## src/hdl/led_strip_effect_generator_macros.svh

```systemverilog
// Assertion macros shared by the LED strip effect generator RTL.
`ifndef LED_STRIP_EFFECT_GENERATOR_MACROS_SVH
`define LED_STRIP_EFFECT_GENERATOR_MACROS_SVH

// Same-cycle implication, disabled while reset is high.
`define LSEG_ASSERT_IMPLIES(label, clk, rst, ante, cons, msg) \
   label: assert property (@(posedge clk) disable iff (rst) (ante) |-> (cons)) \
      else $error(msg);

// Next-cycle implication, disabled while reset is high.
`define LSEG_ASSERT_NEXT(label, clk, rst, ante, cons, msg) \
   label: assert property (@(posedge clk) disable iff (rst) (ante) |=> (cons)) \
      else $error(msg);

`endif

```

## src/hdl/lseg_pkg.sv

```systemverilog
// Package with the types, codes and constants of the LED strip effect generator.
`default_nettype none

package lseg_pkg;

   localparam int STRIP_LENGTH_DEFAULT = 16;

   localparam int CSR_ADDR_W = 3;
   localparam int CSR_DATA_W = 8;
   localparam int COLOR_W    = 8;
   localparam int INDEX_W    = 6;
   localparam int MODE_W     = 3;
   localparam int BRIGHT_W   = 7;
   localparam int COUNT_W    = 5;
   localparam int LEVEL_W    = 7;

   // Effect modes.
   localparam logic [MODE_W-1:0] MODE_OFF     = 3'd0;
   localparam logic [MODE_W-1:0] MODE_BREATH  = 3'd1;
   localparam logic [MODE_W-1:0] MODE_RAINBOW = 3'd2;
   localparam logic [MODE_W-1:0] MODE_MARQUEE = 3'd3;
   localparam logic [MODE_W-1:0] MODE_SCROLL  = 3'd4;
   localparam logic [MODE_W-1:0] MODE_BLINK   = 3'd5;

   // Register indexes on the configuration port.
   localparam logic [CSR_ADDR_W-1:0] REG_EFFECT_MODE = 3'd0;
   localparam logic [CSR_ADDR_W-1:0] REG_BASE_RED    = 3'd1;
   localparam logic [CSR_ADDR_W-1:0] REG_BASE_GREEN  = 3'd2;
   localparam logic [CSR_ADDR_W-1:0] REG_BASE_BLUE   = 3'd3;
   localparam logic [CSR_ADDR_W-1:0] REG_BRIGHTNESS  = 3'd4;
   localparam logic [CSR_ADDR_W-1:0] REG_LEDS_IN_USE = 3'd5;

   localparam logic [BRIGHT_W-1:0] BRIGHT_RESET = 7'd40;
   localparam logic [BRIGHT_W-1:0] PERCENT_FULL = 7'd100;
   localparam logic [COUNT_W-1:0]  COUNT_RESET  = 5'd16;

   localparam logic [LEVEL_W-1:0] BREATH_TOP  = 7'd80;
   localparam logic [LEVEL_W-1:0] BREATH_STEP = 7'd5;

   localparam logic [COLOR_W-1:0] WHEEL_STEP = 8'd5;
   localparam logic [COLOR_W-1:0] WHEEL_SEG1 = 8'd85;
   localparam logic [COLOR_W-1:0] WHEEL_SEG2 = 8'd170;
   localparam logic [COLOR_W-1:0] COLOR_FULL = 8'd255;
   localparam int                 WHEEL_SPAN = 256;

   // Shared restoring divider: a 9-bit dividend, one quotient bit per step.
   localparam int DIV_W     = 9;
   localparam int DIV_CNT_W = 4;

   // x/80 = ((x >> 4) * 1639) >> 13, exact for x up to 255*80.
   localparam int DIV80_PRE    = 4;
   localparam int DIV5_MUL     = 1639;
   localparam int DIV5_SHIFT   = 13;
   localparam int DIV5_PROD_W  = 21;
   // x/100 = ((x >> 2) * 10486) >> 18, exact for x up to 255*100.
   localparam int DIV100_PRE   = 2;
   localparam int DIV25_MUL    = 10486;
   localparam int DIV25_SHIFT  = 18;
   localparam int DIV25_PROD_W = 26;

   typedef enum logic [1:0] {
      ST_IDLE,
      ST_DIV_WHEEL,
      ST_DIV_POS,
      ST_EMIT
   } state_type;

   typedef struct packed {
      logic [INDEX_W-1:0] led_index;
      logic               last_pixel;
   } pix_meta_type;

endpackage

`default_nettype wire

```

## src/hdl/lseg_ifs.sv

```systemverilog
// Channel interfaces of the LED strip effect generator.
`default_nettype none

interface lseg_req_if;
   logic valid;
   logic ready;
   logic restart;

   modport source (output valid, output restart, input ready);
   modport sink (input valid, input restart, output ready);
endinterface

interface lseg_rsp_if;
   logic                           valid;
   logic                           ready;
   logic [lseg_pkg::INDEX_W-1:0]   led_index;
   logic [lseg_pkg::COLOR_W-1:0]   red;
   logic [lseg_pkg::COLOR_W-1:0]   green;
   logic [lseg_pkg::COLOR_W-1:0]   blue;
   logic                           last_pixel;

   modport source (output valid, output led_index, output red, output green, output blue,
                   output last_pixel, input ready);
   modport sink (input valid, input led_index, input red, input green, input blue,
                 input last_pixel, output ready);
endinterface

interface lseg_csr_if;
   logic                              valid;
   logic                              ready;
   logic [lseg_pkg::CSR_ADDR_W-1:0]   addr;
   logic [lseg_pkg::CSR_DATA_W-1:0]   wdata;

   modport source (output valid, output addr, output wdata, input ready);
   modport sink (input valid, input addr, input wdata, output ready);
endinterface

`default_nettype wire

```

## src/hdl/led_strip_effect_generator.sv

```systemverilog
// LED strip effect generator: one frame tick in, one pixel per LED out.
//
// req_chan carries one transaction per frame tick; its restart bit clears the
// breath, wheel, marquee and scroll phases before the frame is drawn.
// rsp_chan delivers STRIP_LENGTH pixel transactions per frame in LED order,
// last_pixel set on the final one. csr_chan writes one register per
// transaction and is always ready; write it only while no frame is in flight.
// After a frame is accepted a shared restoring divider runs twice, nine steps
// each: 256 / used LEDs for the wheel spread, then the next marquee or scroll
// position modulo the used count. Pixels are then issued one per cycle, while
// rsp_chan does not stall, into a five-stage scaling pipeline (breath level,
// /80, brightness, /100, output). req_chan is ready again once the sequencer
// has issued the last pixel and returned to idle. When rsp_chan stalls the
// whole pipeline and the issue sequencer hold. Reset returns the registers to
// their defaults (brightness 40, 16 LEDs in use), zeroes the phases and
// empties the pipeline.
`default_nettype none
`include "led_strip_effect_generator_macros.svh"

module led_strip_effect_generator #(
   parameter int STRIP_LENGTH = lseg_pkg::STRIP_LENGTH_DEFAULT
) (
   input  logic       clock,
   input  logic       reset,
   lseg_req_if.sink   req_chan,
   lseg_rsp_if.source rsp_chan,
   lseg_csr_if.sink   csr_chan
);

   localparam int IW   = (STRIP_LENGTH > 1) ? $clog2(STRIP_LENGTH) : 1;
   localparam int UW   = $clog2(STRIP_LENGTH + 1);
   localparam int NCH  = 3;
   localparam int CW   = lseg_pkg::COLOR_W;
   localparam int M1_W = lseg_pkg::COLOR_W + lseg_pkg::LEVEL_W;
   localparam int DW   = lseg_pkg::DIV_W;

   // Sequencer and configuration.
   lseg_pkg::state_type state_ff, state_in;

   logic [lseg_pkg::MODE_W-1:0]   mode_ff, mode_in;
   logic [CW-1:0]                 red_ff, red_in;
   logic [CW-1:0]                 green_ff, green_in;
   logic [CW-1:0]                 blue_ff, blue_in;
   logic [lseg_pkg::BRIGHT_W-1:0] bright_ff, bright_in;
   logic [lseg_pkg::COUNT_W-1:0]  count_ff, count_in;

   // Effect phases.
   logic [lseg_pkg::LEVEL_W-1:0] level_ff, level_in;
   logic                         rising_ff, rising_in;
   logic [CW-1:0]                wheel_ff, wheel_in;
   logic [lseg_pkg::INDEX_W-1:0] marq_ff, marq_in;
   logic [lseg_pkg::INDEX_W-1:0] scroll_ff, scroll_in;
   logic                         blink_ff, blink_in;

   // Divider and pixel walk.
   logic [DW-1:0]                  div_q_ff, div_q_in;
   logic [UW-1:0]                  div_r_ff, div_r_in;
   logic [lseg_pkg::DIV_CNT_W-1:0] div_cnt_ff, div_cnt_in;
   logic [CW-1:0]                  step_q_ff, step_q_in;
   logic [UW-1:0]                  step_r_ff, step_r_in;
   logic [lseg_pkg::INDEX_W-1:0]   next_pos_ff, next_pos_in;
   logic [CW-1:0]                  acc_q_ff, acc_q_in;
   logic [UW-1:0]                  acc_r_ff, acc_r_in;
   logic [IW-1:0]                  idx_ff, idx_in;

   // Pixel pipeline.
   logic                         v0_ff, v0_in, v1_ff, v1_in, v2_ff, v2_in, v3_ff, v3_in;
   logic                         rsp_valid_ff, rsp_valid_in;
   lseg_pkg::pix_meta_type       meta0_ff, meta0_in, meta1_ff, meta1_in;
   lseg_pkg::pix_meta_type       meta2_ff, meta2_in, meta3_ff, meta3_in;
   lseg_pkg::pix_meta_type       rsp_meta_ff, rsp_meta_in;
   logic [CW-1:0]                col0_ff [NCH];
   logic [CW-1:0]                col0_in [NCH];
   logic [lseg_pkg::LEVEL_W-1:0] lvl0_ff, lvl0_in;
   logic [M1_W-1:0]              m1_ff [NCH];
   logic [M1_W-1:0]              m1_in [NCH];
   logic [CW-1:0]                q80_ff [NCH];
   logic [CW-1:0]                q80_in [NCH];
   logic [M1_W-1:0]              m2_ff [NCH];
   logic [M1_W-1:0]              m2_in [NCH];
   logic [CW-1:0]                rsp_col_ff [NCH];
   logic [CW-1:0]                rsp_col_in [NCH];

   // Combinational helpers.
   logic [UW-1:0]                used;
   logic [lseg_pkg::BRIGHT_W-1:0] bright;
   logic                         adv;
   logic                         req_ready;
   logic [UW:0]                  div_t;
   logic                         div_ge;
   logic [UW-1:0]                div_r_step;
   logic [DW-1:0]                div_q_step;
   logic [lseg_pkg::INDEX_W-1:0] pos_sel;
   logic [UW:0]                  acc_sum;
   logic                         acc_wrap;
   logic                         last_idx;
   logic [CW-1:0]                wheel_col [NCH];
   logic [CW-1:0]                base_col [NCH];
   logic [CW-1:0]                pix_col [NCH];
   logic [lseg_pkg::LEVEL_W-1:0] pix_lvl;
   logic [lseg_pkg::INDEX_W-1:0] idx_ext;

   // Used LED count with out-of-range values folded in.
   always_comb begin
      if (count_ff == '0) begin
         used = UW'(1);
      end else if (int'(count_ff) > STRIP_LENGTH) begin
         used = UW'(STRIP_LENGTH);
      end else begin
         used = UW'(count_ff);
      end
   end

   assign bright = (bright_ff > lseg_pkg::PERCENT_FULL) ? lseg_pkg::PERCENT_FULL : bright_ff;
   assign adv    = !rsp_valid_ff || rsp_chan.ready;

   // One restoring division step: shift in the next dividend bit, subtract if it fits.
   assign div_t      = {div_r_ff, div_q_ff[DW-1]};
   assign div_ge     = div_t >= {1'b0, used};
   assign div_r_step = div_ge ? UW'(div_t - {1'b0, used}) : div_t[UW-1:0];
   assign div_q_step = {div_q_ff[DW-2:0], div_ge};

   assign pos_sel  = (mode_ff == lseg_pkg::MODE_SCROLL) ? scroll_ff : marq_ff;
   assign acc_sum  = {1'b0, acc_r_ff} + {1'b0, step_r_ff};
   assign acc_wrap = acc_sum >= {1'b0, used};
   assign last_idx = idx_ff == IW'(STRIP_LENGTH - 1);
   assign idx_ext  = lseg_pkg::INDEX_W'(idx_ff);

   // Configuration writes.
   assign csr_chan.ready = 1'b1;

   always_comb begin
      mode_in   = mode_ff;
      red_in    = red_ff;
      green_in  = green_ff;
      blue_in   = blue_ff;
      bright_in = bright_ff;
      count_in  = count_ff;
      if (csr_chan.valid) begin
         case (csr_chan.addr)
            lseg_pkg::REG_EFFECT_MODE: mode_in   = csr_chan.wdata[lseg_pkg::MODE_W-1:0];
            lseg_pkg::REG_BASE_RED:    red_in    = csr_chan.wdata[CW-1:0];
            lseg_pkg::REG_BASE_GREEN:  green_in  = csr_chan.wdata[CW-1:0];
            lseg_pkg::REG_BASE_BLUE:   blue_in   = csr_chan.wdata[CW-1:0];
            lseg_pkg::REG_BRIGHTNESS:  bright_in = csr_chan.wdata[lseg_pkg::BRIGHT_W-1:0];
            lseg_pkg::REG_LEDS_IN_USE: count_in  = csr_chan.wdata[lseg_pkg::COUNT_W-1:0];
            default: begin
            end
         endcase
      end
   end

   // Sequencer: accept, two divisions, then one pixel issued per advancing cycle.
   always_comb begin
      state_in    = state_ff;
      req_ready   = 1'b0;
      level_in    = level_ff;
      rising_in   = rising_ff;
      wheel_in    = wheel_ff;
      marq_in     = marq_ff;
      scroll_in   = scroll_ff;
      blink_in    = blink_ff;
      div_q_in    = div_q_ff;
      div_r_in    = div_r_ff;
      div_cnt_in  = div_cnt_ff;
      step_q_in   = step_q_ff;
      step_r_in   = step_r_ff;
      next_pos_in = next_pos_ff;
      acc_q_in    = acc_q_ff;
      acc_r_in    = acc_r_ff;
      idx_in      = idx_ff;

      case (state_ff)
         lseg_pkg::ST_IDLE: begin
            req_ready = 1'b1;
            if (req_chan.valid) begin
               state_in   = lseg_pkg::ST_DIV_WHEEL;
               div_q_in   = DW'(lseg_pkg::WHEEL_SPAN);
               div_r_in   = '0;
               div_cnt_in = '0;
               if (req_chan.restart) begin
                  level_in  = '0;
                  rising_in = 1'b1;
                  wheel_in  = '0;
                  marq_in   = '0;
                  scroll_in = '0;
               end else if (level_ff > lseg_pkg::BREATH_TOP) begin
                  level_in = lseg_pkg::BREATH_TOP;
               end
            end
         end
         lseg_pkg::ST_DIV_WHEEL: begin
            div_q_in   = div_q_step;
            div_r_in   = div_r_step;
            div_cnt_in = div_cnt_ff + lseg_pkg::DIV_CNT_W'(1);
            if (div_cnt_ff == lseg_pkg::DIV_CNT_W'(DW - 1)) begin
               step_q_in  = div_q_step[CW-1:0];
               step_r_in  = div_r_step;
               div_q_in   = DW'(pos_sel) + DW'(1);
               div_r_in   = '0;
               div_cnt_in = '0;
               state_in   = lseg_pkg::ST_DIV_POS;
            end
         end
         lseg_pkg::ST_DIV_POS: begin
            div_q_in   = div_q_step;
            div_r_in   = div_r_step;
            div_cnt_in = div_cnt_ff + lseg_pkg::DIV_CNT_W'(1);
            if (div_cnt_ff == lseg_pkg::DIV_CNT_W'(DW - 1)) begin
               next_pos_in = lseg_pkg::INDEX_W'(div_r_step);
               acc_q_in    = wheel_ff;
               acc_r_in    = '0;
               idx_in      = '0;
               state_in    = lseg_pkg::ST_EMIT;
            end
         end
         lseg_pkg::ST_EMIT: begin
            if (adv) begin
               // The wheel offset i*256/u advances by quotient and remainder.
               acc_r_in = acc_wrap ? UW'(acc_sum - {1'b0, used}) : acc_sum[UW-1:0];
               acc_q_in = acc_q_ff + step_q_ff + CW'(acc_wrap);
               idx_in   = idx_ff + IW'(1);
               if (last_idx) begin
                  state_in = lseg_pkg::ST_IDLE;
                  case (mode_ff)
                     lseg_pkg::MODE_BREATH: begin
                        if (rising_ff) begin
                           if (level_ff + lseg_pkg::BREATH_STEP >= lseg_pkg::BREATH_TOP) begin
                              level_in  = lseg_pkg::BREATH_TOP;
                              rising_in = 1'b0;
                           end else begin
                              level_in = level_ff + lseg_pkg::BREATH_STEP;
                           end
                        end else if (level_ff <= lseg_pkg::BREATH_STEP) begin
                           level_in  = '0;
                           rising_in = 1'b1;
                        end else begin
                           level_in = level_ff - lseg_pkg::BREATH_STEP;
                        end
                     end
                     lseg_pkg::MODE_RAINBOW: wheel_in  = wheel_ff + lseg_pkg::WHEEL_STEP;
                     lseg_pkg::MODE_MARQUEE: marq_in   = next_pos_ff;
                     lseg_pkg::MODE_SCROLL:  scroll_in = next_pos_ff;
                     lseg_pkg::MODE_BLINK:   blink_in  = !blink_ff;
                     default: begin
                     end
                  endcase
               end
            end
         end
         default: state_in = lseg_pkg::ST_IDLE;
      endcase
   end

   assign req_chan.ready = req_ready;

   // Three-segment colour wheel at the current offset.
   always_comb begin
      logic [CW-1:0] seg;
      logic [CW:0]   tri3;
      if (acc_q_ff < lseg_pkg::WHEEL_SEG1) begin
         seg = acc_q_ff;
      end else if (acc_q_ff < lseg_pkg::WHEEL_SEG2) begin
         seg = acc_q_ff - lseg_pkg::WHEEL_SEG1;
      end else begin
         seg = acc_q_ff - lseg_pkg::WHEEL_SEG2;
      end
      tri3 = {1'b0, seg} + {seg, 1'b0};
      if (acc_q_ff < lseg_pkg::WHEEL_SEG1) begin
         wheel_col[0] = tri3[CW-1:0];
         wheel_col[1] = lseg_pkg::COLOR_FULL - tri3[CW-1:0];
         wheel_col[2] = '0;
      end else if (acc_q_ff < lseg_pkg::WHEEL_SEG2) begin
         wheel_col[0] = lseg_pkg::COLOR_FULL - tri3[CW-1:0];
         wheel_col[1] = '0;
         wheel_col[2] = tri3[CW-1:0];
      end else begin
         wheel_col[0] = '0;
         wheel_col[1] = tri3[CW-1:0];
         wheel_col[2] = lseg_pkg::COLOR_FULL - tri3[CW-1:0];
      end
   end

   // Raw pixel colour and breath level for the LED being issued.
   always_comb begin
      base_col[0] = red_ff;
      base_col[1] = green_ff;
      base_col[2] = blue_ff;
      pix_lvl     = lseg_pkg::BREATH_TOP;
      for (int ch = 0; ch < NCH; ch++) begin
         pix_col[ch] = '0;
      end
      if (int'(idx_ff) < int'(used)) begin
         case (mode_ff)
            lseg_pkg::MODE_BREATH: begin
               pix_lvl = level_ff;
               for (int ch = 0; ch < NCH; ch++) begin
                  pix_col[ch] = base_col[ch];
               end
            end
            lseg_pkg::MODE_RAINBOW: begin
               for (int ch = 0; ch < NCH; ch++) begin
                  pix_col[ch] = wheel_col[ch];
               end
            end
            lseg_pkg::MODE_MARQUEE, lseg_pkg::MODE_SCROLL: begin
               if (idx_ext == pos_sel) begin
                  for (int ch = 0; ch < NCH; ch++) begin
                     pix_col[ch] = base_col[ch];
                  end
               end
            end
            lseg_pkg::MODE_BLINK: begin
               if (blink_ff) begin
                  for (int ch = 0; ch < NCH; ch++) begin
                     pix_col[ch] = base_col[ch];
                  end
               end
            end
            default: begin
            end
         endcase
      end
   end

   // Scaling pipeline; every stage moves together whenever the output can advance.
   always_comb begin
      logic [lseg_pkg::DIV5_PROD_W-1:0]  prod5;
      logic [lseg_pkg::DIV25_PROD_W-1:0] prod25;
      prod5        = '0;
      prod25       = '0;
      v0_in        = v0_ff;
      v1_in        = v1_ff;
      v2_in        = v2_ff;
      v3_in        = v3_ff;
      rsp_valid_in = rsp_valid_ff;
      meta0_in     = meta0_ff;
      meta1_in     = meta1_ff;
      meta2_in     = meta2_ff;
      meta3_in     = meta3_ff;
      rsp_meta_in  = rsp_meta_ff;
      lvl0_in      = lvl0_ff;
      for (int ch = 0; ch < NCH; ch++) begin
         col0_in[ch]    = col0_ff[ch];
         m1_in[ch]      = m1_ff[ch];
         q80_in[ch]     = q80_ff[ch];
         m2_in[ch]      = m2_ff[ch];
         rsp_col_in[ch] = rsp_col_ff[ch];
      end
      if (adv) begin
         v0_in                = state_ff == lseg_pkg::ST_EMIT;
         v1_in                = v0_ff;
         v2_in                = v1_ff;
         v3_in                = v2_ff;
         rsp_valid_in         = v3_ff;
         meta0_in.led_index   = idx_ext;
         meta0_in.last_pixel  = last_idx;
         meta1_in             = meta0_ff;
         meta2_in             = meta1_ff;
         meta3_in             = meta2_ff;
         rsp_meta_in          = meta3_ff;
         lvl0_in              = pix_lvl;
         for (int ch = 0; ch < NCH; ch++) begin
            col0_in[ch]    = pix_col[ch];
            m1_in[ch]      = M1_W'(col0_ff[ch]) * M1_W'(lvl0_ff);
            prod5          = lseg_pkg::DIV5_PROD_W'(m1_ff[ch][M1_W-1:lseg_pkg::DIV80_PRE])
                             * lseg_pkg::DIV5_PROD_W'(lseg_pkg::DIV5_MUL);
            q80_in[ch]     = prod5[lseg_pkg::DIV5_SHIFT +: CW];
            m2_in[ch]      = M1_W'(q80_ff[ch]) * M1_W'(bright);
            prod25         = lseg_pkg::DIV25_PROD_W'(m2_ff[ch][M1_W-1:lseg_pkg::DIV100_PRE])
                             * lseg_pkg::DIV25_PROD_W'(lseg_pkg::DIV25_MUL);
            rsp_col_in[ch] = prod25[lseg_pkg::DIV25_SHIFT +: CW];
         end
      end
   end

   always_ff @(posedge clock) begin
      if (reset) begin
         state_ff     <= lseg_pkg::ST_IDLE;
         mode_ff      <= lseg_pkg::MODE_OFF;
         red_ff       <= '0;
         green_ff     <= '0;
         blue_ff      <= '0;
         bright_ff    <= lseg_pkg::BRIGHT_RESET;
         count_ff     <= lseg_pkg::COUNT_RESET;
         level_ff     <= '0;
         rising_ff    <= 1'b1;
         wheel_ff     <= '0;
         marq_ff      <= '0;
         scroll_ff    <= '0;
         blink_ff     <= 1'b0;
         div_cnt_ff   <= '0;
         idx_ff       <= '0;
         v0_ff        <= 1'b0;
         v1_ff        <= 1'b0;
         v2_ff        <= 1'b0;
         v3_ff        <= 1'b0;
         rsp_valid_ff <= 1'b0;
      end else begin
         state_ff     <= state_in;
         mode_ff      <= mode_in;
         red_ff       <= red_in;
         green_ff     <= green_in;
         blue_ff      <= blue_in;
         bright_ff    <= bright_in;
         count_ff     <= count_in;
         level_ff     <= level_in;
         rising_ff    <= rising_in;
         wheel_ff     <= wheel_in;
         marq_ff      <= marq_in;
         scroll_ff    <= scroll_in;
         blink_ff     <= blink_in;
         div_cnt_ff   <= div_cnt_in;
         idx_ff       <= idx_in;
         v0_ff        <= v0_in;
         v1_ff        <= v1_in;
         v2_ff        <= v2_in;
         v3_ff        <= v3_in;
         rsp_valid_ff <= rsp_valid_in;
      end
   end

   always_ff @(posedge clock) begin
      div_q_ff    <= div_q_in;
      div_r_ff    <= div_r_in;
      step_q_ff   <= step_q_in;
      step_r_ff   <= step_r_in;
      next_pos_ff <= next_pos_in;
      acc_q_ff    <= acc_q_in;
      acc_r_ff    <= acc_r_in;
      meta0_ff    <= meta0_in;
      meta1_ff    <= meta1_in;
      meta2_ff    <= meta2_in;
      meta3_ff    <= meta3_in;
      rsp_meta_ff <= rsp_meta_in;
      lvl0_ff     <= lvl0_in;
      for (int ch = 0; ch < NCH; ch++) begin
         col0_ff[ch]    <= col0_in[ch];
         m1_ff[ch]      <= m1_in[ch];
         q80_ff[ch]     <= q80_in[ch];
         m2_ff[ch]      <= m2_in[ch];
         rsp_col_ff[ch] <= rsp_col_in[ch];
      end
   end

   assign rsp_chan.valid      = rsp_valid_ff;
   assign rsp_chan.led_index  = rsp_meta_ff.led_index;
   assign rsp_chan.last_pixel = rsp_meta_ff.last_pixel;
   assign rsp_chan.red        = rsp_col_ff[0];
   assign rsp_chan.green      = rsp_col_ff[1];
   assign rsp_chan.blue       = rsp_col_ff[2];

   `LSEG_ASSERT_IMPLIES(a_last_on_final_led, clock, reset, rsp_valid_ff && rsp_meta_ff.last_pixel, rsp_meta_ff.led_index == lseg_pkg::INDEX_W'(STRIP_LENGTH - 1), "last pixel flagged on the wrong LED")
   `LSEG_ASSERT_IMPLIES(a_breath_in_range, clock, reset, 1'b1, level_ff <= lseg_pkg::BREATH_TOP, "breath level above its top")
   `LSEG_ASSERT_IMPLIES(a_wheel_rem_below_used, clock, reset, state_ff == lseg_pkg::ST_EMIT, acc_r_ff < used, "wheel remainder not below used count")
   `LSEG_ASSERT_NEXT(a_frame_starts_division, clock, reset, req_chan.valid && req_chan.ready, state_ff == lseg_pkg::ST_DIV_WHEEL, "accepted frame did not start the divider")

endmodule

`default_nettype wire

```

## src/flat_wrapper.sv

```systemverilog
// flat-port wrapper written by rule: the top's interface ports become plain ports
module led_strip_effect_generator_flat 
#(
   parameter int STRIP_LENGTH = lseg_pkg::STRIP_LENGTH_DEFAULT
)
  (clock, reset, req_chan_valid, req_chan_restart, req_chan_ready, rsp_chan_valid, rsp_chan_led_index, rsp_chan_red, rsp_chan_green, rsp_chan_blue, rsp_chan_last_pixel, rsp_chan_ready, csr_chan_valid, csr_chan_addr, csr_chan_wdata, csr_chan_ready);
  lseg_req_if req_chan_i ();
  lseg_rsp_if rsp_chan_i ();
  lseg_csr_if csr_chan_i ();
  input  logic clock;
  input  logic reset;
  input wire logic [$bits(req_chan_i.valid)-1:0] req_chan_valid;
  input wire logic [$bits(req_chan_i.restart)-1:0] req_chan_restart;
  output wire logic [$bits(req_chan_i.ready)-1:0] req_chan_ready;
  output wire logic [$bits(rsp_chan_i.valid)-1:0] rsp_chan_valid;
  output wire logic [$bits(rsp_chan_i.led_index)-1:0] rsp_chan_led_index;
  output wire logic [$bits(rsp_chan_i.red)-1:0] rsp_chan_red;
  output wire logic [$bits(rsp_chan_i.green)-1:0] rsp_chan_green;
  output wire logic [$bits(rsp_chan_i.blue)-1:0] rsp_chan_blue;
  output wire logic [$bits(rsp_chan_i.last_pixel)-1:0] rsp_chan_last_pixel;
  input wire logic [$bits(rsp_chan_i.ready)-1:0] rsp_chan_ready;
  input wire logic [$bits(csr_chan_i.valid)-1:0] csr_chan_valid;
  input wire logic [$bits(csr_chan_i.addr)-1:0] csr_chan_addr;
  input wire logic [$bits(csr_chan_i.wdata)-1:0] csr_chan_wdata;
  output wire logic [$bits(csr_chan_i.ready)-1:0] csr_chan_ready;
  assign req_chan_i.valid = req_chan_valid;
  assign req_chan_i.restart = req_chan_restart;
  assign req_chan_ready = req_chan_i.ready;
  assign rsp_chan_valid = rsp_chan_i.valid;
  assign rsp_chan_led_index = rsp_chan_i.led_index;
  assign rsp_chan_red = rsp_chan_i.red;
  assign rsp_chan_green = rsp_chan_i.green;
  assign rsp_chan_blue = rsp_chan_i.blue;
  assign rsp_chan_last_pixel = rsp_chan_i.last_pixel;
  assign rsp_chan_i.ready = rsp_chan_ready;
  assign csr_chan_i.valid = csr_chan_valid;
  assign csr_chan_i.addr = csr_chan_addr;
  assign csr_chan_i.wdata = csr_chan_wdata;
  assign csr_chan_ready = csr_chan_i.ready;
  led_strip_effect_generator #(.STRIP_LENGTH(STRIP_LENGTH)) u_core (.clock(clock), .reset(reset), .req_chan(req_chan_i), .rsp_chan(rsp_chan_i), .csr_chan(csr_chan_i));
endmodule
```

## config.mk

```make
export PLATFORM = sky130hd
export DESIGN_NAME = led_strip_effect_generator_flat
export DESIGN_NICKNAME = d
export VERILOG_FILES = /design/src/hdl/lseg_pkg.sv /design/src/hdl/lseg_ifs.sv /design/src/hdl/led_strip_effect_generator.sv /design/src/flat_wrapper.sv
export VERILOG_INCLUDE_DIRS = /design/src /design/src/hdl
export SDC_FILE = /design/constraint.sdc
export NUM_CORES = 2
export LEC_CHECK = 0
export BUFFER_PORTS_ARGS = -buffer_cell sky130_fd_sc_hd__buf_4
export CORE_MARGIN = 2
export CORE_UTILIZATION = 40
export CTS_BUF_LIST = sky130_fd_sc_hd__clkbuf_8
export DETAILED_ROUTE_END_ITERATION = 10
export SLEW_MARGIN = 5
export SYNTH_ARGS = -nofsm -noshare
export SYNTH_HDL_FRONTEND = slang
export SYNTH_SLANG_ARGS = --single-unit
```

## constraint.sdc

```tcl
create_clock -name clock -period 6.2 [get_ports clock]
set_input_delay 0 -clock clock [delete_from_list [all_inputs] [get_ports clock]]
set_output_delay 0 -clock clock [all_outputs]
set_load 0.02 [all_outputs]
```

==> out/results.txt <==
latest clock arrival within the worst-skew pair: 720 ps
Clk Tree Root Cell: sky130_fd_sc_hd__clkbuf_8
area share of the largest cell type after synthesis: 0.233
antenna viol nets, final: 0
CP arrival: 5640 ps
crit path capture type: register
mapped cell area: 38300 um2
Wirelength per Cell: 14.5 um
Comb pwr share: 0.273
number of buffers on the longest clock path: 3
Synth area leader: sky130_fd_sc_hd__fa_1
Max transition margin: 0.216
Post-Route WL: 75800 um
clock skew: 67.6 ps
number of warnings issued by yosys: 0
max-capacitance violation count: 0
total count of hold-check failures in the final report: 0
Flop pwr share: 0.369
average via count per standard cell: 4.90
slew at the pin closest to its max-slew limit: 1180 ps
final-report setup violation count: 0
standby leakage power: 22.7 nW
aggregate global routing overflow: 0
core footprint: 95000 um2
largest net degree at the start of global routing: 122
count of hold-fix buffers inserted at cts: 27
period utilization: 0.844
synthesized netlist cell count: 3818
Layout Cells excl Fill: 5212
H-tree depth reported by CTS: 2
placed cell areas: 40100 um2
horizontal die dimension: 314 um
number of global-route vias before repair: 26.7k
Final Total Pwr: 6.68 mW
number of distinct library cells after synthesis: 81
clock network power share: 0.358
PostCTS Resize Cnt: 0
highest attainable clock frequency: 191 MHz
Psw: 2.23 mW
number of top-level pins: 51
antenna violations before repair: 1
clock period minus worst slack: 5230 ps
iteration count of the initial detailed-routing pass: 5
total CTS buffers: 59
count of input and output buffers: 47
layout overhead on the synthesized area: 8.86%
leading register cell type out of synthesis: sky130_fd_sc_hd__edfxtp_1
share of synthesized area occupied by flip-flops and latches: 0.215
FFs w/ async S/R, synth: 0
placed wire-length estimate: 60500 um
synthesis-stage register bit count: 302
worst stage delay on the critical path: 720 ps
DRC violations left: 0
TritonCTS clock tree: built
number of slew-limit violations in the final report: 0
switching share of power: 0.333
share of layout cells above drive strength 1: 0.0509
placer congestion estimate: 0.824
top post-synthesis cells by area: sky130_fd_sc_hd__fa_1 23%, sky130_fd_sc_hd__ha_1 23%, sky130_fd_sc_hd__edfxtp_1 17%, sky130_fd_sc_hd__inv_1 7.7%, sky130_fd_sc_hd__dfxtp_1 4.2%
first-pass GRT wire length: 130000 um
routed vias: 25.5k
class of the most critical hold timing path: input port to register
number of buffer and inverter instances along the worst setup path: 3
final design area excluding fillers: 41700 um2
CP required: 6610 ps
Total Die Area: 98300 um2
clk sink count: 302
total negative slack for setup checks: 0 ps
highest-delay cell along the critical path: sky130_fd_sc_hd__nor2b_1
DRT iter0 DRCs: 867
CP Launch Type: register
largest driver fanout on the critical path: 12
Setup Crit Path Kind: register to register
Avg Synthesized Cell Area: 10.0 um2
overall track demand over capacity in global routing: 0.160
number of cells after detailed placement: 5073
overall die height: 314 um
starting density of the core: 0.403
sequence of cells on the critical path: o21ai_0, a21oi_1, nor2b_1, buf_4, and2_1, fa_1, ha_1, inv_1, fa_1, fa_1, inv_1, ha_1, a21oi_1, nor2b_1, o21a_1, o311a_1, nor2_1, a21oi_1, xnor2_1
Crit path max-delay family: adder cells
worst voltage drop across the vdd grid: 0.243 mV
final net count: 5071
floorplan row count: 113
unrepaired setup endpoints after global routing: no
status: finished clean
Setup Fix Bufs, Post-CTS: 0
areal power density over the cells: 160 nW/um2
number of enable flip-flop cells after synthesis: 221
internal power summed over all cells: 4.45 mW
register clock-pin slew on the reported worst setup and hold paths: 60 ps
[layout make-up]
class	instances	area, um2
clock buffer	64	881
fill	9210	53300
antenna	1	2.50
tap	1265	1580
clock inverter	47	495
inverter	786	2960
multi-input combinational	2656	26800
timing repair buffer	91	751
sequential	302	8260
[through the flow]
step	hold slack [ps]	setup WS, ps	util
floorplan	118	1400	-
global placement	304	1060	0.422
detailed placement	312	983	0.422
CTS	90.6	926	0.439
global route	129	547	0.439
finish	161	968	0.439
[synthesized netlist by cell type (11+ instances only)]
master                     number
sky130_fd_sc_hd__a211oi_1      15
sky130_fd_sc_hd__a21o_1        34
sky130_fd_sc_hd__a21oi_1      146
sky130_fd_sc_hd__a22oi_1       15
sky130_fd_sc_hd__and2_1       163
sky130_fd_sc_hd__and3_1        57
sky130_fd_sc_hd__clkbuf_1      59
sky130_fd_sc_hd__dfxtp_1       81
sky130_fd_sc_hd__edfxtp_1     221
sky130_fd_sc_hd__fa_1         447
sky130_fd_sc_hd__ha_1         711
sky130_fd_sc_hd__inv_1        785
sky130_fd_sc_hd__mux2i_1       43
sky130_fd_sc_hd__nand2_1      271
sky130_fd_sc_hd__nand2b_1      14
sky130_fd_sc_hd__nand3_1       34
sky130_fd_sc_hd__nand4_1       14
sky130_fd_sc_hd__nor2_1       184
sky130_fd_sc_hd__nor2b_1       29
sky130_fd_sc_hd__nor3_1        43
sky130_fd_sc_hd__o211ai_1      16
sky130_fd_sc_hd__o21a_1        27
sky130_fd_sc_hd__o21ai_0       64
sky130_fd_sc_hd__or2_2         11
sky130_fd_sc_hd__or3_1         13
sky130_fd_sc_hd__xnor2_1      124
sky130_fd_sc_hd__xor2_1        39
[layout by cell type, fill, tap and decap left out, drive strengths merged, types with 18 or more instances in the layout]
cell type,instances
dfxtp,81
nand3,34
and2,164
and3,57
inv,802
a21oi,150
nor2b,29
xor2,39
clkinv,21
ha,711
a21o,34
buf,64
nand2,272
dlygate4sd3,27
o21ai,73
fa,447
nor2,184
edfxtp,221
nor3,43
clkbuf,64
o21a,27
mux2i,43
a211oi,18
xnor2,124
[power groups by stage]
stage	combinational [mW]	clock (mW)	sequential, mW
after global placement	1.78	0	2.50
final	1.82	2.39	2.46
after global routing	2.09	2.56	2.48
after CTS	1.85	2.49	2.46
after floorplan	1.35	0	2.46
after detailed placement	1.81	0	2.50
[final timing paths]
check | slack [ps] | cells after the start | end | start
max | 970 | 19 | u_core.m2_ff[0][44]$_DFFE_PP_ | u_core.bright_ff[0]$_SDFFE_PP0P_
min reg2reg | 420 | 0 | u_core.meta1_ff[2]$_DFFE_PP_ | u_core.meta0_ff[2]$_DFFE_PP_
max reg2reg | 970 | 19 | u_core.m2_ff[0][44]$_DFFE_PP_ | u_core.bright_ff[0]$_SDFFE_PP0P_
min | 160 | 4 | u_core.green_ff[7]$_SDFFE_PP0P_ | csr_chan_wdata[7]
[worst min-delay path, stage by stage]
cell and delay (ps):
sky130_fd_sc_hd__dlygate4sd3_1 530, sky130_fd_sc_hd__buf_4 150, sky130_fd_sc_hd__mux2i_1 70, sky130_fd_sc_hd__nor2_1 70
[metal layers]
| metal | wire [um] | vias to the layer above | global-route usage |
|---|---|---|---|
| li1 | - | 12632 | - |
| met2 | 36600 | 270 | 0.278 |
| met5 | 0 | - | 0 |
| met3 | 2060 | 91 | 0.0177 |
| met1 | 35800 | 12524 | 0.213 |
| met4 | 1330 | 0 | 0.0360 |
[sequential cells by signal (all words and copies together) (netlist names), 9 cells and up]
signal and flops:
u_core.m2_ff 39, u_core.m1_ff 33, u_core.col0_ff 24, u_core.q80_ff 24, u_core.rsp_col_ff 24, u_core.div_q_ff 9
[cells by family after synthesis]
group                      Yosys count  synth area share
and+or+nand+nor                    863             0.110
DFF                                302             0.215
AOI/OAI and AO/OA                  418            0.0721
other                                2          0.000196
buffers and inverters              861            0.0855
adders and majority gates         1158             0.466
muxes                               51            0.0136
xor gates and xnor gates           163            0.0372
Note: power is estimated with default switching activity, not from simulation.
